[config.mk]
export PLATFORM = sky130hd
export DESIGN_NAME = rfa_cmd_queue
export DESIGN_NICKNAME = d
export VERILOG_FILES = /design/src/design/rfa_pkg.sv /design/src/design/rfa_cmd_queue.sv
export SDC_FILE = /design/constraint.sdc
export NUM_CORES = 1
export LEC_CHECK = 0
export ABC_AREA = 1
export CAP_MARGIN = 40
export CORE_MARGIN = 10
export CORE_UTILIZATION = 67
export DETAILED_ROUTE_END_ITERATION = 6
export DONT_BUFFER_PORTS = 1
export GPL_ROUTABILITY_DRIVEN = 0
export PLACE_DENSITY = 0.83
export REMOVE_ABC_BUFFERS = 1
export SLEW_MARGIN = 40
export SYNTH_ARGS = -nofsm -noshare
export SYNTH_HDL_FRONTEND = slang
export SYNTH_SLANG_ARGS = --single-unit
[constraint.sdc]
create_clock -name clock -period 6.1 [get_ports clock]
set_input_delay 0.305 -clock clock [delete_from_list [all_inputs] [get_ports clock]]
set_output_delay 0.305 -clock clock [all_outputs]
set_load 0.005 [all_outputs]
[src/design/rfa_pkg.sv]
// rfa_pkg: shared constants, codes and beat types of the rgb frame accumulator
// depends on nothing; imported by every rfa module but rfa_ram, and by the top level
`default_nettype none

package rfa_pkg;

   // frame geometry and plane storage
   localparam int MAX_PIXELS = 65536;
   localparam int CHANNELS   = 3;
   localparam int PIX_W      = $clog2(MAX_PIXELS);
   localparam int SIZE_W     = PIX_W + 1;
   localparam int CH_W       = 2;
   localparam int RAM_AW     = CH_W + PIX_W;
   localparam int RAM_DEPTH  = CHANNELS * MAX_PIXELS;

   // field widths
   localparam int SUM_W      = 32;
   localparam int COUNT_W    = 16;
   localparam int FILTER_W   = 4;
   localparam int PPF_W      = 17;

   // configuration port
   localparam int CSR_IDX_W  = 3;
   localparam int CSR_DATA_W = 17;

   localparam logic [CSR_IDX_W-1:0] CSR_FILTER_RED       = 3'd0;
   localparam logic [CSR_IDX_W-1:0] CSR_FILTER_GREEN     = 3'd1;
   localparam logic [CSR_IDX_W-1:0] CSR_FILTER_BLUE      = 3'd2;
   localparam logic [CSR_IDX_W-1:0] CSR_FRAMES_TO_AVG    = 3'd3;
   localparam logic [CSR_IDX_W-1:0] CSR_INCREMENTAL_MODE = 3'd4;
   localparam logic [CSR_IDX_W-1:0] CSR_PIXELS_PER_FRAME = 3'd5;

   // register reset values
   localparam logic [FILTER_W-1:0] RST_FILTER_RED   = 4'd0;
   localparam logic [FILTER_W-1:0] RST_FILTER_GREEN = 4'd1;
   localparam logic [FILTER_W-1:0] RST_FILTER_BLUE  = 4'd2;
   localparam logic [COUNT_W-1:0]  RST_FRAMES_TO_AVG = 16'd1;
   localparam logic [PPF_W-1:0]    RST_PIXELS_PER_FRAME = 17'd65536;

   // channel codes
   localparam logic [CH_W-1:0] CH_RED     = 2'd0;
   localparam logic [CH_W-1:0] CH_GREEN   = 2'd1;
   localparam logic [CH_W-1:0] CH_BLUE    = 2'd2;
   localparam logic [CH_W-1:0] CH_SKIPPED = 2'd3;

   // queues
   localparam int CMD_DEPTH = 4;
   localparam int CMD_PTR_W = $clog2(CMD_DEPTH);
   localparam int CMD_CNT_W = $clog2(CMD_DEPTH + 1);
   localparam int RSP_DEPTH = 8;
   localparam int RSP_PTR_W = $clog2(RSP_DEPTH);
   localparam int RSP_CNT_W = $clog2(RSP_DEPTH + 1);

   typedef struct packed {
      logic [SUM_W-1:0]    raw_count;
      logic [FILTER_W-1:0] wheel_position;
      logic                clear_request;
   } req_type;

   typedef struct packed {
      logic [CH_W-1:0]    channel;
      logic [SUM_W-1:0]   summed_value;
      logic               saturated;
      logic               frame_done;
      logic [COUNT_W-1:0] channel_frames;
      logic [SUM_W-1:0]   frame_maximum;
      logic               planes_cleared;
   } rsp_type;

   // classified pixel handed from the front to the back
   typedef struct packed {
      logic [CH_W-1:0]    channel;
      logic [PIX_W-1:0]   pixel_index;
      logic [SUM_W-1:0]   raw_count;
      logic               frame_start;
      logic               plane_clear;
      logic               frame_done;
      logic [COUNT_W-1:0] channel_frames;
      logic               planes_cleared;
   } cmd_type;

endpackage

`default_nettype wire

[src/design/rfa_cmd_queue.sv]
// rfa_cmd_queue: small fifo of classified pixels between front and back
// depends on rfa_pkg
`default_nettype none

module rfa_cmd_queue import rfa_pkg::*; (
   input  logic    clock,
   input  logic    reset,
   input  logic    push,
   input  cmd_type push_data,
   output logic    full,
   input  logic    pop,
   output logic    empty,
   output cmd_type head
);

   cmd_type              slot_ff [CMD_DEPTH];
   logic [CMD_PTR_W-1:0] wr_ptr_ff, wr_ptr_in;
   logic [CMD_PTR_W-1:0] rd_ptr_ff, rd_ptr_in;
   logic [CMD_CNT_W-1:0] count_ff, count_in;
   logic                 do_push;
   logic                 do_pop;

   assign full    = (count_ff == CMD_CNT_W'(CMD_DEPTH));
   assign empty   = (count_ff == '0);
   assign head    = slot_ff[rd_ptr_ff];
   assign do_push = push & ~full;
   assign do_pop  = pop & ~empty;

   always_comb begin
      wr_ptr_in = do_push ? wr_ptr_ff + CMD_PTR_W'(1) : wr_ptr_ff;
      rd_ptr_in = do_pop ? rd_ptr_ff + CMD_PTR_W'(1) : rd_ptr_ff;
      count_in  = count_ff;
      if (do_push && !do_pop) begin
         count_in = count_ff + CMD_CNT_W'(1);
      end else if (!do_push && do_pop) begin
         count_in = count_ff - CMD_CNT_W'(1);
      end
   end

   always_ff @(posedge clock) begin
      if (do_push) begin
         slot_ff[wr_ptr_ff] <= push_data;
      end
   end

   always_ff @(posedge clock) begin
      if (reset) begin
         wr_ptr_ff <= '0;
         rd_ptr_ff <= '0;
         count_ff  <= '0;
      end else begin
         wr_ptr_ff <= wr_ptr_in;
         rd_ptr_ff <= rd_ptr_in;
         count_ff  <= count_in;
      end
   end

endmodule

`default_nettype wire

Word-level counts from Yosys, hierarchy flattened
Memory sizes are Yosys's and may differ from the RTL's. A register that Yosys moved wholly into a read port is not among the register bits.
Index checks and enable logic that the tools add are counted.
Widths: inputs -> output; s select.
Word-level totals
  register bits: 7
  memory bits (writable): 280
  bits of input ports: 74
  output and inout bits: 72
  word-level logic and storage cells: 25
  memories: 1
Memories
  slot_ff: words 4, bits a word 70, rd ports 1, clocked after Yosys merged registers in 1, wr ports 1, RTL line rfa_cmd_queue.sv:16  | cmd_type slot_ff [CMD_DEPTH];
Operators by class
  $add $sub $neg: 4
  equality and inequality tests: 1
  mux-type cells: 6
  bitwise operators: 4
  reductions and logical operators: 6
Operator list (count)
  $mux 3: 2
  $add 2x1->2 const B: 2
  $mux 2: 2
  $add 3x1->3 const B: 1
  $eq 3x3->1 const B: 1
  $logic_not 3->1: 1
  $sub 3x1->3 const B: 1
  $and 1x1->1: 2
  $logic_and 1x1->1: 2
  $logic_not 1->1: 2
  $mux 1: 2
  $not 1->1: 2
  $reduce_bool 2->1: 1

Longest topological paths before layout
  depth after elaboration: 7
  gate-level depth with buffers: 13
  depth with buffers taken out: 13

Worst setup path after synthesis
OpenSTA, ideal clock, no wires.
  path kind: register to register
  start point: reg count_ff[0]
  end point: mem slot_ff[0][0] (netlist name), enable pin
  library setup time: 0.499 ns
  arrival time: 3.583 ns
  data required time: 5.601 ns
  setup slack: 2.018 ns
  stages on the path, launching flop included: 5
  buffers on the path: 0
  period minus slack after synthesis: 4.082 ns
  path through: dfxtp_1 -> nor2_1 -> nand2_1 -> nand2_1 -> nor2_1
Between the ends
  word-level cells in the longest chain between the ends: 5
Ends and longest elaborated chain
  start, declared: RTL line rfa_cmd_queue.sv:19  | logic [CMD_CNT_W-1:0] count_ff, count_in;
  start signal, assigned: RTL line rfa_cmd_queue.sv:54  | count_ff <= count_in;
  $eq 3x3->1: RTL line rfa_cmd_queue.sv:23  | assign full = (count_ff == CMD_CNT_W'(CMD_DEPTH));
  $not 1->1: RTL line rfa_cmd_queue.sv:26  | assign do_push = push & ~full;
  $and 1x1->1: RTL line rfa_cmd_queue.sv:26
  $mux 1: RTL line rfa_cmd_queue.sv:41  | if (do_push) begin
  $mux 1 (implied by the code): RTL line rfa_cmd_queue.sv:42  | slot_ff[wr_ptr_ff] <= push_data;
  end, declared: RTL line rfa_cmd_queue.sv:16
No other way between the ends.

==> results.txt <==
----------------------------------------------------
[STA]
  Number of slew-limit violations in the final report ... 0
  Final period demand of the worst path ... 3.19 ns
  Worst slew slack as a fraction of its limit ... a little under half
  Final clock skew ... around 0.011 ns
  Measured slew at the worst slew-check pin ... 0.793 ns
  Setup violations, final ... 0
  Period utilization ... between 50% and 60%
  Sum Neg Setup Slack ... 0 ns
  Top achievable clock speed ... 0.314 GHz
  RSZ-0062 raised after global routing ... false
  Number of hold violations in the final report ... 0
  WHS ... 0.0474 ns

[Drt]
  Starting DRT DRC Count ... 588
  Number of nets with antenna violations after routing ... 0
  Vias after detailed routing ... 6485
  First drt pass iteration count ... 5
  Per-cell routed wire length ... 22.9 um
  Drt total wl ... 24200 um
  DRC viols ... 0
  Per-cell via count in the routed design ... 6.14

[Clock network]
  Number of gates given a new drive strength after cts ... 0
  Total setup buffers inserted after CTS ... 0
  Maximum buffer depth of the clock tree ... 3
  Worst skew pair latency ... ~0.53 ns
  Reg clk slew, reported paths ... about 0.060 ns
  Number of buffers created by CTS ... 28
  Clock sink count ... 289
  TritonCTS clock tree ... yes
  Library cell used as clock root buffer ... sky130_fd_sc_hd__clkbuf_16
  Depth of the CTS H-tree ... 1
  CTS Hold Bufs ... 74

[Worst setup path]
  R2r setup slk ... between 3 and 4 ns
  Arrival time reported for the critical path endpoint ... around 2.9 ns
  Worst flop-to-flop path endpoint ... count_ff[2]
  Critical Path Start Type ... flip-flop
  Worst Path Class, Setup ... flip-flop to output pin
  Worst path bufs/invs ... 2
  Kind of cell with the highest combined delay on the critical path ... buffers and inverters
  Data required time at the worst endpoint ... 5.79 ns
  Crit end category ... output pin
  CP endpoint ... head[10]
  Critical path depth in cells ... 4
  Worst Reg-to-Reg Cells ... 13
  Startpoint of the worst register-to-register path ... count_ff[0]
  Critical path's largest stage delay ... a little under 0.7 ns
  Cells along the critical path ... inv_8 -> buf_4 -> o21ai_0 -> o22ai_2
  Slowest CP cell ... sky130_fd_sc_hd__buf_4
  Max Fanout on Critical Path ... 99

[Layout]
  Count of fill cells added during filler insertion ... 861
  Share of layout cells above drive strength 1 ... 16.2%
  Combined area of the multi-input logic cells ... between 2000 and 2500 um^2
  Syn-to-layout area delta ... 15.1%
  Seq. cell area ... 8590 um^2
  Final Instance Count excl. Fillers ... 1057
  Count of nets after finishing ... 893

[Synthesis]
  Cell area after synthesis ... roughly 11000 um^2
  Share of synthesized cell area in full adder, half adder and majority cells ... less than 1%
  Cell types with the largest area share after synthesis ... sky130_fd_sc_hd__edfxtp_1 74%, sky130_fd_sc_hd__o21ai_0 4.9%, sky130_fd_sc_hd__o22ai_2 4.4%, sky130_fd_sc_hd__nor2_4 3.9%, sky130_fd_sc_hd__nor2_1 3.7%
  Number of distinct library cells after synthesis ... 21
  Count of mapped cells out of synthesis ... 746
  Xor/xnor cell area share of the yosys netlist ... less than 1%
  Yosys top cell by area ... sky130_fd_sc_hd__edfxtp_1
  Register area share after synthesis ... 75.1%
  Number of flip-flops and latches in the synthesized netlist ... approximately 290
  Combinational family with the most area after synthesis ... compound AO/OA/AOI/OAI gates
  Share of the synthesized area in the top cell type ... 73.5%
  Synth Area in Compound Gates ... 12.3%
  Ys Warns ... 0
  Mean post-synth cell area ... 15.3 um^2
  Simple logic cell fraction of the synthesized area ... 8.41%
  Share of cell area taken by muxes after synthesis ... 0%

[Global route]
  Global-route wire length before repair ... 36700 um
  Aggregate global routing overflow ... 0
  Number of antenna violations at the first check in global routing ... 2
  Total Routing Usage GR ... about a fifth
  Vias in the first global route ... 6528
  Pin count of the biggest net entering global routing ... 100

[Placed design]
  Cell count after placement ... between 900 and 1000
  Port Buffers ... 0
  Detailed-placement wirelength estimate ... around 13000 um

[Status]
  Outcome ... completed

[Die]
  Vertical extent of the die ... 151 um
  Overall die area ... 22700 um^2
  Core region area ... 16600 um^2
  Initial cell density of the core ... around 69%
  Boundary pin count ... roughly 150
  Number of core rows ... 47
  Width of the chip ... 151 um

[Flow run]
  Number of max-cap violations ... 0

[Power and ir drop]
  Power density cells ... around 400 nW/um^2
  Largest vdd supply drop ... 0.000342 V
  Static leakage ... roughly 4.3 nW

[Min path]
  Hold crit path type ... primary input to flip-flop
  Worst min-delay path startpoint ... pop

----------------------------------------------------
final cells by class:
type                       count  share of cell area (%)
timing repair buffer          81                    6.17
inverter                      18                   0.589
sequential                   289                    65.3
multi-input combinational    395                    18.9
clock buffer                  41                    5.84
antenna                        2                  0.0380
clock inverter                11                    1.08
tap                          220                    2.09
layer usage:
layer  share of wire [%]  up-vias  global-route usage [%]
met2                  51      312                    35.1
met4                 1.9        2                    4.91
li1                    -     2925                       -
met3                 9.7       48                    6.03
met5               0.029        -                       0
met1                  38     3198                    25.3
cells in the mapped netlist:
| cell | count |
|---|---|
| sky130_fd_sc_hd__nor2_4 | 40 |
| sky130_fd_sc_hd__o21ai_1 | 30 |
| sky130_fd_sc_hd__nor2_1 | 114 |
| sky130_fd_sc_hd__inv_6 | 1 |
| sky130_fd_sc_hd__o22ai_1 | 30 |
| sky130_fd_sc_hd__a21oi_1 | 3 |
| sky130_fd_sc_hd__ha_1 | 5 |
| sky130_fd_sc_hd__clkbuf_1 | 21 |
| sky130_fd_sc_hd__xor2_1 | 1 |
| sky130_fd_sc_hd__buf_2 | 11 |
| sky130_fd_sc_hd__o22ai_2 | 40 |
| sky130_fd_sc_hd__nand3_1 | 4 |
| sky130_fd_sc_hd__nand2_1 | 15 |
| sky130_fd_sc_hd__buf_12 | 5 |
| sky130_fd_sc_hd__buf_6 | 7 |
| sky130_fd_sc_hd__dfxtp_1 | 9 |
| sky130_fd_sc_hd__inv_1 | 17 |
| sky130_fd_sc_hd__fa_1 | 1 |
| sky130_fd_sc_hd__o21ai_0 | 111 |
| sky130_fd_sc_hd__edfxtp_1 | 280 |
| sky130_fd_sc_hd__nand3b_1 | 1 |
sequential cells by signal, indices dropped and copies added (netlist names), named ones only:
register and flops:
slot_ff 280, count_ff 3, rd_ptr_ff 2, wr_ptr_ff 2
logic make-up (layout without fill, tap and decap cells):
group	Yosys count	after routing
flip-flops	289	289
AO/OA/AOI/OAI	214	214
AND/OR/NAND/NOR	174	174
buffers and inverters	62	151
adder cells (fa/ha/maj)	6	6
XOR/XNOR	1	1
other	0	2
tightest hold or removal path, delay by kind of cell:
kind            cells  cell delay (ns)
simple gates        2             0.15
compound gates      1             0.07
placed cells by master (no fill, tap or decap), types with 2 or more instances in the layout:
cell type / netlist / final
sky130_fd_sc_hd__nand3_1: 4 / 4
sky130_fd_sc_hd__bufinv_16: 0 / 3
sky130_fd_sc_hd__o21ai_1: 30 / 30
sky130_fd_sc_hd__clkbuf_16: 0 / 28
sky130_fd_sc_hd__ha_1: 5 / 5
sky130_fd_sc_hd__clkinv_2: 0 / 5
sky130_fd_sc_hd__nor2_4: 40 / 44
sky130_fd_sc_hd__clkbuf_8: 0 / 2
sky130_fd_sc_hd__buf_4: 0 / 2
sky130_fd_sc_hd__a21oi_1: 3 / 3
sky130_fd_sc_hd__o22ai_2: 40 / 40
sky130_fd_sc_hd__edfxtp_1: 280 / 280
sky130_fd_sc_hd__o21ai_0: 111 / 111
sky130_fd_sc_hd__dlygate4sd3_1: 0 / 74
sky130_fd_sc_hd__nand2_1: 15 / 15
sky130_fd_sc_hd__nor2_1: 114 / 110
sky130_fd_sc_hd__inv_1: 17 / 16
sky130_fd_sc_hd__diode_2: 0 / 2
sky130_fd_sc_hd__dfxtp_1: 9 / 7
sky130_fd_sc_hd__buf_6: 7 / 5
sky130_fd_sc_hd__clkbuf_1: 21 / 11
sky130_fd_sc_hd__o22ai_1: 30 / 30
power by group:
| group | total (mW) | internal (mW) | leakage (nW) | switching [mW] |
|---|---|---|---|---|
| Combinational | 1.11 | 0.329 | 1.21 | 0.779 |
| Sequential | 2.51 | 2.42 | 2.64 | 0.0979 |
| Clock | 1.69 | 1.00 | 0.443 | 0.685 |
| Total | 5.31 | 3.75 | 4.30 | 1.56 |
through the flow:
step / area, um^2 / utilization (%) / setup WS, ns / total power, mW
2_1_floorplan: 11100 / - / 1.80 / 3.30
3_3_place_gp: 11500 / 69.0 / 3.42 / 3.54
3_5_place_dp: 11500 / 69.1 / 3.51 / 3.60
4_1_cts: 13200 / 79.1 / 2.94 / 5.33
5_1_grt: 13200 / 79.1 / 2.73 / 5.54
6_report: 13200 / 79.1 / 2.91 / 5.31
worst min path at each step:
stage / end / slack [ns] / cells after the start
after floorplan: flip-flop / 0.37 / 1
after global placement: rd_ptr_ff[0] / 0.38 / 1
after detailed placement: rd_ptr_ff[0] / 0.38 / 1
after CTS: flip-flop / 0.03 / 3
after global routing: flip-flop / 0.09 / 3
final: flip-flop / 0.05 / 3
(Power assumes the default switching activity.)
