### src/design/rfa_pkg.sv
// rfa_pkg: shared constants, codes and beat types of the rgb frame accumulator
// depends on nothing; imported by every rfa module but rfa_ram, and by the top level
`default_nettype none

package rfa_pkg;

   // frame geometry and plane storage
   localparam int MAX_PIXELS = 65536;
   localparam int CHANNELS   = 3;
   localparam int PIX_W      = $clog2(MAX_PIXELS);
   localparam int SIZE_W     = PIX_W + 1;
   localparam int CH_W       = 2;
   localparam int RAM_AW     = CH_W + PIX_W;
   localparam int RAM_DEPTH  = CHANNELS * MAX_PIXELS;

   // field widths
   localparam int SUM_W      = 32;
   localparam int COUNT_W    = 16;
   localparam int FILTER_W   = 4;
   localparam int PPF_W      = 17;

   // configuration port
   localparam int CSR_IDX_W  = 3;
   localparam int CSR_DATA_W = 17;

   localparam logic [CSR_IDX_W-1:0] CSR_FILTER_RED       = 3'd0;
   localparam logic [CSR_IDX_W-1:0] CSR_FILTER_GREEN     = 3'd1;
   localparam logic [CSR_IDX_W-1:0] CSR_FILTER_BLUE      = 3'd2;
   localparam logic [CSR_IDX_W-1:0] CSR_FRAMES_TO_AVG    = 3'd3;
   localparam logic [CSR_IDX_W-1:0] CSR_INCREMENTAL_MODE = 3'd4;
   localparam logic [CSR_IDX_W-1:0] CSR_PIXELS_PER_FRAME = 3'd5;

   // register reset values
   localparam logic [FILTER_W-1:0] RST_FILTER_RED   = 4'd0;
   localparam logic [FILTER_W-1:0] RST_FILTER_GREEN = 4'd1;
   localparam logic [FILTER_W-1:0] RST_FILTER_BLUE  = 4'd2;
   localparam logic [COUNT_W-1:0]  RST_FRAMES_TO_AVG = 16'd1;
   localparam logic [PPF_W-1:0]    RST_PIXELS_PER_FRAME = 17'd65536;

   // channel codes
   localparam logic [CH_W-1:0] CH_RED     = 2'd0;
   localparam logic [CH_W-1:0] CH_GREEN   = 2'd1;
   localparam logic [CH_W-1:0] CH_BLUE    = 2'd2;
   localparam logic [CH_W-1:0] CH_SKIPPED = 2'd3;

   // queues
   localparam int CMD_DEPTH = 4;
   localparam int CMD_PTR_W = $clog2(CMD_DEPTH);
   localparam int CMD_CNT_W = $clog2(CMD_DEPTH + 1);
   localparam int RSP_DEPTH = 8;
   localparam int RSP_PTR_W = $clog2(RSP_DEPTH);
   localparam int RSP_CNT_W = $clog2(RSP_DEPTH + 1);

   typedef struct packed {
      logic [SUM_W-1:0]    raw_count;
      logic [FILTER_W-1:0] wheel_position;
      logic                clear_request;
   } req_type;

   typedef struct packed {
      logic [CH_W-1:0]    channel;
      logic [SUM_W-1:0]   summed_value;
      logic               saturated;
      logic               frame_done;
      logic [COUNT_W-1:0] channel_frames;
      logic [SUM_W-1:0]   frame_maximum;
      logic               planes_cleared;
   } rsp_type;

   // classified pixel handed from the front to the back
   typedef struct packed {
      logic [CH_W-1:0]    channel;
      logic [PIX_W-1:0]   pixel_index;
      logic [SUM_W-1:0]   raw_count;
      logic               frame_start;
      logic               plane_clear;
      logic               frame_done;
      logic [COUNT_W-1:0] channel_frames;
      logic               planes_cleared;
   } cmd_type;

endpackage

`default_nettype wire

### src/design/rfa_front.sv
// rfa_front: configuration registers, frame tracking and clear decision
// depends on rfa_pkg; classifies each accepted pixel into a cmd_type beat
`default_nettype none

module rfa_front import rfa_pkg::*; (
   input  logic                  clock,
   input  logic                  reset,
   input  logic                  csr_valid,
   output logic                  csr_ready,
   input  logic [CSR_IDX_W-1:0]  csr_index,
   input  logic [CSR_DATA_W-1:0] csr_wdata,
   input  logic                  req_push,
   output logic                  req_full,
   input  req_type               req_data,
   output logic                  cmd_push,
   output cmd_type               cmd_data,
   input  logic                  cmd_full
);

   // configuration
   logic [FILTER_W-1:0] filter_ff [CHANNELS];
   logic [FILTER_W-1:0] filter_in [CHANNELS];
   logic [COUNT_W-1:0]  fta_ff, fta_in;
   logic                incr_ff, incr_in;
   logic [PPF_W-1:0]    ppf_ff, ppf_in;

   // frame state
   logic [PIX_W-1:0]    pixel_ff, pixel_in;
   logic [CH_W-1:0]     channel_ff, channel_in;
   logic                clear_seen_ff, clear_seen_in;
   logic [SIZE_W-1:0]   plane_size_ff, plane_size_in;
   logic [COUNT_W-1:0]  counts_ff [CHANNELS];
   logic [COUNT_W-1:0]  counts_in [CHANNELS];
   logic [FILTER_W-1:0] used_filter_ff [CHANNELS];
   logic [FILTER_W-1:0] used_filter_in [CHANNELS];

   logic                accept;
   logic                first;
   logic [SIZE_W-1:0]   size;
   logic [COUNT_W-1:0]  need;
   logic                all_met;
   logic                stale;
   logic                start_clear;
   logic [CH_W-1:0]     match;
   logic [CH_W-1:0]     ch;
   logic                cleared;
   logic                done;
   logic [COUNT_W-1:0]  counts_next [CHANNELS];
   logic [COUNT_W-1:0]  frames;

   assign csr_ready = 1'b1;
   assign req_full  = cmd_full;
   assign accept    = req_push & ~cmd_full;

   always_comb begin
      filter_in = filter_ff;
      fta_in    = fta_ff;
      incr_in   = incr_ff;
      ppf_in    = ppf_ff;
      if (csr_valid) begin
         case (csr_index)
            CSR_FILTER_RED:       filter_in[CH_RED]   = csr_wdata[FILTER_W-1:0];
            CSR_FILTER_GREEN:     filter_in[CH_GREEN] = csr_wdata[FILTER_W-1:0];
            CSR_FILTER_BLUE:      filter_in[CH_BLUE]  = csr_wdata[FILTER_W-1:0];
            CSR_FRAMES_TO_AVG:    fta_in  = csr_wdata[COUNT_W-1:0];
            CSR_INCREMENTAL_MODE: incr_in = csr_wdata[0];
            CSR_PIXELS_PER_FRAME: ppf_in  = csr_wdata[PPF_W-1:0];
            default: begin
            end
         endcase
      end
   end

   always_comb begin
      first = (pixel_ff == '0);

      // frame size clamped to one .. max pixels
      if (ppf_ff == '0) begin
         size = SIZE_W'(1);
      end else if (int'(ppf_ff) > MAX_PIXELS) begin
         size = SIZE_W'(MAX_PIXELS);
      end else begin
         size = SIZE_W'(ppf_ff);
      end

      need = (fta_ff == '0) ? COUNT_W'(1) : fta_ff;

      all_met = 1'b1;
      stale   = 1'b0;
      for (int i = 0; i < CHANNELS; i++) begin
         if (counts_ff[i] < need) begin
            all_met = 1'b0;
         end
         if (counts_ff[i] != '0 && used_filter_ff[i] != filter_ff[i]) begin
            stale = 1'b1;
         end
      end
      start_clear = req_data.clear_request | (~incr_ff & all_met)
                  | (plane_size_ff != size) | stale;

      // lowest channel wins on duplicate filter indices
      match = CH_SKIPPED;
      for (int i = CHANNELS - 1; i >= 0; i--) begin
         if (filter_ff[i] == req_data.wheel_position) begin
            match = CH_W'(i);
         end
      end

      ch      = first ? match : channel_ff;
      cleared = first ? start_clear : clear_seen_ff;
      done    = (SIZE_W'(pixel_ff) + SIZE_W'(1)) >= size;

      frames = '0;
      for (int i = 0; i < CHANNELS; i++) begin
         counts_next[i] = (first && start_clear) ? '0 : counts_ff[i];
         if (done && ch == CH_W'(i) && counts_next[i] != '1) begin
            counts_next[i] = counts_next[i] + COUNT_W'(1);
         end
         if (done && ch == CH_W'(i)) begin
            frames = counts_next[i];
         end
      end

      pixel_in       = pixel_ff;
      channel_in     = channel_ff;
      clear_seen_in  = clear_seen_ff;
      plane_size_in  = plane_size_ff;
      counts_in      = counts_ff;
      used_filter_in = used_filter_ff;
      if (accept) begin
         pixel_in  = done ? '0 : pixel_ff + PIX_W'(1);
         counts_in = counts_next;
         if (first) begin
            channel_in    = match;
            clear_seen_in = start_clear;
            plane_size_in = size;
            for (int i = 0; i < CHANNELS; i++) begin
               if (match == CH_W'(i)) begin
                  used_filter_in[i] = filter_ff[i];
               end
            end
         end
      end

      cmd_push                = accept;
      cmd_data.channel        = ch;
      cmd_data.pixel_index    = pixel_ff;
      cmd_data.raw_count      = req_data.raw_count;
      cmd_data.frame_start    = first;
      cmd_data.plane_clear    = first & start_clear;
      cmd_data.frame_done     = done;
      cmd_data.channel_frames = frames;
      cmd_data.planes_cleared = cleared;
   end

   always_ff @(posedge clock) begin
      if (reset) begin
         filter_ff[CH_RED]   <= RST_FILTER_RED;
         filter_ff[CH_GREEN] <= RST_FILTER_GREEN;
         filter_ff[CH_BLUE]  <= RST_FILTER_BLUE;
         fta_ff         <= RST_FRAMES_TO_AVG;
         incr_ff        <= 1'b0;
         ppf_ff         <= RST_PIXELS_PER_FRAME;
         pixel_ff       <= '0;
         channel_ff     <= '0;
         clear_seen_ff  <= 1'b0;
         plane_size_ff  <= '0;
         for (int i = 0; i < CHANNELS; i++) begin
            counts_ff[i]      <= '0;
            used_filter_ff[i] <= '0;
         end
      end else begin
         filter_ff      <= filter_in;
         fta_ff         <= fta_in;
         incr_ff        <= incr_in;
         ppf_ff         <= ppf_in;
         pixel_ff       <= pixel_in;
         channel_ff     <= channel_in;
         clear_seen_ff  <= clear_seen_in;
         plane_size_ff  <= plane_size_in;
         counts_ff      <= counts_in;
         used_filter_ff <= used_filter_in;
      end
   end

endmodule

`default_nettype wire

### config.mk
export PLATFORM = sky130hd
export DESIGN_NAME = rfa_front
export DESIGN_NICKNAME = d
export VERILOG_FILES = /design/src/design/rfa_pkg.sv /design/src/design/rfa_front.sv
export SDC_FILE = /design/constraint.sdc
export NUM_CORES = 1
export LEC_CHECK = 0
export BUFFER_PORTS_ARGS = -buffer_cell sky130_fd_sc_hd__buf_2
export CORE_ASPECT_RATIO = 0.7
export CORE_UTILIZATION = 23
export CTS_BUF_LIST = sky130_fd_sc_hd__clkbuf_8
export CTS_CLUSTER_SIZE = 28
export DETAILED_ROUTE_END_ITERATION = 8
export GPL_ROUTABILITY_DRIVEN = 0
export MAX_ROUTING_LAYER = met4
export SYNTH_ARGS = -nofsm -noshare
export SYNTH_HDL_FRONTEND = slang
export SYNTH_SLANG_ARGS = --single-unit
### constraint.sdc
create_clock -name clock -period 13.2 [get_ports clock]
set_clock_uncertainty 0.15 [all_clocks]
set_input_delay 1.32 -clock clock [delete_from_list [all_inputs] [get_ports clock]]
set_output_delay 1.32 -clock clock [all_outputs]
set_load 0.005 [all_outputs]
After elaboration in Yosys (flattened, before gate mapping):

Cells that the tools add are included.
W data, S select, Z words.

* $add $sub $neg: 5
* magnitude comparators: 5
* eq/ne operators: 19
* multiplexer cells: 24
* bitwise operators: 8
* reductions and logical operators: 29

Operator list (number)
* $mux W16: 11
* $add A16 B1 Y16 const B: 4
* $lt A16 B16 Y1: 3
* $ne A16 B16 Y1 const B: 3
* $reduce_bool A16 Y1: 3
* $mux W17: 2
* $logic_not A16 Y1: 2
* $add A16 B1 Y17 const B: 1
* $ge A17 B17 Y1: 1
* $gt A17 B17 Y1 const B: 1
* $logic_not A17 Y1: 1
* $ne A17 B17 Y1: 1
* $reduce_and A2 Y1: 7
* $eq A4 B4 Y1: 3
* $ne A4 B4 Y1: 3
* $logic_and A1 B1 Y1: 10
* $reduce_and A3 Y1: 3
* $mux W1: 8
* $eq A3 B2 Y1 const B: 2
* $eq A3 B3 Y1 const B: 2
* $mux W2: 3
* $eq A2 B1 Y1 const B: 2
* $eq A2 B2 Y1 const B: 2
* $logic_not A2 Y1: 2
* 5 further kinds: 10

* flip-flop bits (word level): 142
* input bits: 62
* output and inout bits: 73

Logic depth before layout (Yosys ltp):

* depth in word-level cells: 18
* depth in mapped cells: 22

Least setup slack after synthesis:

No wires, ideal clock.

* path type: input to output
* start point: input req_data[0] (netlist bit)
* end point: output cmd_data[13] (netlist bit)
* data arrival time: 4.609 ns
* required time: 11.730 ns
* path slack: 7.121 ns
* cell stages on the path: 17
* buffers on the path: 2
* cells stage by stage: nor3_1 nand3_1 nor4b_1 a31oi_1 clkbuf_1 buf_2 nor2b_1 ha_1 and3_1 nand3_1 nor3_1 nor2_1 and3_1 nand3_1 xnor2_1 a221oi_1 a211oi_1

RTL lines
* start, declared: RTL line rfa_front.sv:14 `input req_type req_data,`
* end, declared: RTL line rfa_front.sv:16 `output cmd_type cmd_data,`

==> impl_summary.log <==
[metrics] hold slack final: 318 ps
[metrics] portion of synthesized cell area occupied by the leading cell type: 27.9%
[metrics] drt wl/cell: 18.4 um
[metrics] antenna-violating nets left: 0
[metrics] power share of the sequential group: 45.6%
[metrics] number of synthesized flops with an enable pin: 0
[metrics] starting density of the core: 23.3%
[metrics] distinct cell type count of the synthesized netlist: 80
[metrics] Nets: 1459
[metrics] FF-to-FF End: pixel_ff[2]
[metrics] Syn. warnings: 0
[metrics] HP Start: channel_ff[1]
[metrics] total routed wirelength: 35800 um
[metrics] Pre-Repair DR Iteration Count: 6
[metrics] pin count of the biggest net entering global routing: 74
[metrics] leading cell type in the layout, fill and taps excluded: sky130_fd_sc_hd__nand2_1
[metrics] number of violations reported at the end of detailed-routing iteration 0: 1222
[metrics] switching share of total power: 29.1%
[metrics] TNS Setup: 0 ps
[metrics] Resize count post-CTS: 0
[metrics] cts hold-fix bufs: 0
[metrics] relative area change from synthesis to final layout: 9.87%
[metrics] Hold Violations, Final: 0
[metrics] most used routing layer: met1
[metrics] number of max-slew violations in the final report: 0
[metrics] Hold Crit Class: reg -> reg
[metrics] num rows: 64
[metrics] commonest cells after routing, fill and taps aside: 192 x sky130_fd_sc_hd__nand2_1, 142 x sky130_fd_sc_hd__dfxtp_1, 131 x sky130_fd_sc_hd__a21oi_1
[metrics] setup repair after global routing missed its margin: no
[metrics] CP Launch Type: flip-flop
[metrics] library cell appearing most often on the critical path: sky130_fd_sc_hd__and3_1
[metrics] Data arrival, critical path: 6140 ps
[metrics] top cell type by total area after synthesis: sky130_fd_sc_hd__dfxtp_1
[metrics] via count of the first global-routing pass: 9138
[metrics] Max Fclk: 131 MHz
[metrics] number of DRC violations after detailed routing: 0
[metrics] via count: 10200
[metrics] Port Buffers: 69
[metrics] overall die height: 178 um
[metrics] cell chain of the critical path: ha_1 -> and3_1 -> and3_1 -> and3_1 -> and3_1 -> nand2_1 -> or3_1 -> xnor2_1 -> ha_1 -> a211oi_1 -> nor2_1 -> nor3_1 -> o211a_1 -> clkinv_1 -> nand3_2 -> nor3_1 -> xor2_1 -> a22oi_1 -> o211ai_1 -> buf_2
[metrics] Synth Net Count: 1479
[metrics] sort of element at the end of the critical path: output pin
[metrics] mean area per synthesized cell: 7.55 um^2
[metrics] Sink Count: 142
[metrics] Floorplan Core Area: 43700 um^2
[metrics] critical path's largest stage delay: 590 ps
[metrics] Tcrit/Tclk final: 57.6%
[metrics] number of max-cap violations: 0
[metrics] Die Footprint: 45200 um^2
[metrics] worst reg2reg setup slack: 7400 ps
[metrics] GR met3 Demand/Resource: 3.68%
[metrics] post-route minimum period: 7610 ps
[metrics] antenna violations before repair: 1
[metrics] cell depth of the worst hold path: 2
[metrics] number of synthesized register bits: 142
[metrics] reg2reg start: pixel_ff[0]
[metrics] Seq/Total Area, Yosys: 27.9%
[metrics] Post-CTS Setup Inserts: 0
[metrics] gr usage total: 16.4%
[metrics] sw power: 0.000280 W
[metrics] CTS tree: done
[metrics] final setup vio count: 0
[metrics] Fillers: 4847
[metrics] global routing usage on met1: 23.8%
[metrics] largest fanout of any net on the critical path: 17
[metrics] Leak: 3.93 nW
[metrics] Crit path max-delay family: simple AND/OR/NAND/NOR gates
[metrics] CTS HTree Levels: 4
[metrics] share of cells above drive strength 1: 10.3%
[metrics] Worst Max-Slew Pin Slew: 1080 ps
[metrics] max-slew headroom at the worst pin: 27.8%
[metrics] terminating pin of the worst hold path: channel_ff[1]
[metrics] utilization after layout: 25.6%
[metrics] top_reg_cell synth: sky130_fd_sc_hd__dfxtp_1
[metrics] vias per inst: 5.26
[metrics] depth of the worst register-to-register path: 17
[metrics] Die Wd: 254 um
[metrics] classification of the worst setup path: reg -> out
[metrics] root buffer cell: sky130_fd_sc_hd__clkbuf_8
[metrics] clock slew seen by the registers of the worst setup and hold paths: 90 ps
[metrics] number of clock buffers inserted by TritonCTS: 17
[metrics] worst voltage drop across the vdd grid: 0.0582 mV
[metrics] cell type of the slowest stage on the worst timing path: sky130_fd_sc_hd__clkinv_1
[metrics] cell-internal power: 0.000682 W
[metrics] Comb power frac: 11.9%
[metrics] wire length of the first global-routing pass: 54700 um
[metrics] Buf/Inv on CP: 2
[metrics] Critical Path RT: 11730 ps
[metrics] fraction of synthesis flops using an asynchronous set or reset pin: 0%
[metrics] smallest setup slack after layout: 5590 ps
[metrics] post-synthesis instance area: 10200 um^2
[metrics] most area-consuming cells after synthesis: sky130_fd_sc_hd__dfxtp_1 28%, sky130_fd_sc_hd__ha_1 8.2%, sky130_fd_sc_hd__nand2_1 7.1%, sky130_fd_sc_hd__a21oi_1 6.4%, sky130_fd_sc_hd__nor2_1 4.1%
[metrics] clock insertion delay at the later pin of the skew report: 490 ps
[metrics] outcome: completed
[metrics] met2 usage in global routing: 21.8%
[metrics] overall power after layout: 0.000961 W
[metrics] Top Ports: 135
[metrics] power density over the cells: 85.8 nW/um^2
[metrics] worst slack at placement: 6190 ps
[metrics] Clk pwr share: 42.4%
[metrics] number of instances in the synthesized netlist: 1350
[metrics] placed wire-length estimate: 26400 um
[metrics] CTS max path bufs: 2
[metrics] Overflow after GRT: 0
==> cells in the mapped netlist, types with 4 or more instances <==
library cell               instances
sky130_fd_sc_hd__nand2_1         192
sky130_fd_sc_hd__dfxtp_1         142
sky130_fd_sc_hd__a21oi_1         131
sky130_fd_sc_hd__nor2_1          112
sky130_fd_sc_hd__o21ai_0          78
sky130_fd_sc_hd__ha_1             67
sky130_fd_sc_hd__clkbuf_1         58
sky130_fd_sc_hd__nand3_1          45
sky130_fd_sc_hd__xnor2_1          45
sky130_fd_sc_hd__buf_4            39
sky130_fd_sc_hd__xor2_1           37
sky130_fd_sc_hd__nand4_1          32
sky130_fd_sc_hd__inv_1            28
sky130_fd_sc_hd__nor3_1           28
sky130_fd_sc_hd__nor4_1           28
sky130_fd_sc_hd__and3_1           24
sky130_fd_sc_hd__mux2i_1          24
sky130_fd_sc_hd__nand3b_1         20
sky130_fd_sc_hd__a31oi_1          18
sky130_fd_sc_hd__a22oi_1          17
sky130_fd_sc_hd__buf_2            14
sky130_fd_sc_hd__or3_1            13
sky130_fd_sc_hd__nor2b_1          12
sky130_fd_sc_hd__a211oi_1         10
sky130_fd_sc_hd__nand2b_1         10
sky130_fd_sc_hd__or4_1             8
sky130_fd_sc_hd__and2_1            6
sky130_fd_sc_hd__and4_1            6
sky130_fd_sc_hd__a221oi_1          5
sky130_fd_sc_hd__o211ai_1          5
sky130_fd_sc_hd__o32a_1            5
sky130_fd_sc_hd__a21o_1            4
sky130_fd_sc_hd__inv_2             4
sky130_fd_sc_hd__nor4_2            4
sky130_fd_sc_hd__o21ai_1           4
==> metal layers <==
metal,vias up,share of wire (%)
met1,4907,48
met3,40,9.6
met2,455,41
met5,-,0
met4,0,1.7
li1,4785,-
==> flip-flops by register name (all words and copies together), names as in the netlist <==
| register | count |
|---|---|
| fta_ff | 16 |
| filter_ff | 12 |
| ppf_ff | 17 |
| incr_ff | 1 |
| pixel_ff | 16 |
| used_filter_ff | 12 |
| counts_ff | 48 |
| clear_seen_ff | 1 |
| plane_size_ff | 17 |
| channel_ff | 2 |
==> power by group through the flow <==
stage	Combinational (W)	Clock, W	Sequential [W]
3_3_place_gp	0.000112	0	0.000448
5_1_grt	0.000124	0.000434	0.000439
3_5_place_dp	0.000114	0	0.000448
6_report	0.000115	0.000408	0.000439
4_1_cts	0.000114	0.000414	0.000438
2_1_floorplan	0.0000830	0	0.000446
==> logic make-up after synthesis <==
logic type	Yosys count	synth area share (%)
compound gates	321	18.9
xor+xnor	82	7.04
fa+ha+maj	67	8.22
buf+inv	150	7.31
flops	142	27.9
mux	24	2.36
other cells	1	0.0368
simple gates	563	28.2
==> cell type report <==
class	instances	area [um^2]	area share, %
multi-input combinational	1058	6630	59.2
sequential	142	2840	25.4
tap	594	743	6.63
timing repair buffer	77	408	3.64
clock buffer	19	262	2.33
clock inverter	13	186	1.66
inverter	34	130	1.16
antenna	1	2.50	0.0223
==> metrics by stage <==
step,std cells,cell area (um^2)
after global routing,1938,11200
after global placement,1905,10800
after floorplan,1350,10200
after detailed placement,1905,10800
final,1938,11200
after CTS,1937,11200
==> worst max-delay path by stage <==
stage                start            to  cells past startpoint
2_1_floorplan  req_data[0]  cmd_data[13]                     17
3_3_place_gp   req_data[0]  cmd_data[13]                     18
3_5_place_dp   pixel_ff[0]   cmd_data[5]                     20
4_1_cts        pixel_ff[0]   cmd_data[5]                     20
5_1_grt         ppf_ff[16]  cmd_data[13]                     19
6_report       pixel_ff[0]   cmd_data[5]                     20
==> worst reg2reg max path, cell delays in order (launching register included) <==
cell	delay, ps
sky130_fd_sc_hd__dfxtp_1	440
sky130_fd_sc_hd__ha_1	260
sky130_fd_sc_hd__and3_1	240
sky130_fd_sc_hd__and3_1	240
sky130_fd_sc_hd__and3_1	250
sky130_fd_sc_hd__and3_1	280
sky130_fd_sc_hd__nand2_1	90
sky130_fd_sc_hd__or3_1	380
sky130_fd_sc_hd__xnor2_1	230
sky130_fd_sc_hd__ha_1	290
sky130_fd_sc_hd__a211oi_1	220
sky130_fd_sc_hd__nor2_1	80
sky130_fd_sc_hd__nor3_1	140
sky130_fd_sc_hd__o211a_1	510
sky130_fd_sc_hd__clkinv_1	590
sky130_fd_sc_hd__nor2_1	1000
sky130_fd_sc_hd__nand3b_1	150
sky130_fd_sc_hd__a21oi_1	190
(Power assumes the default switching activity.)
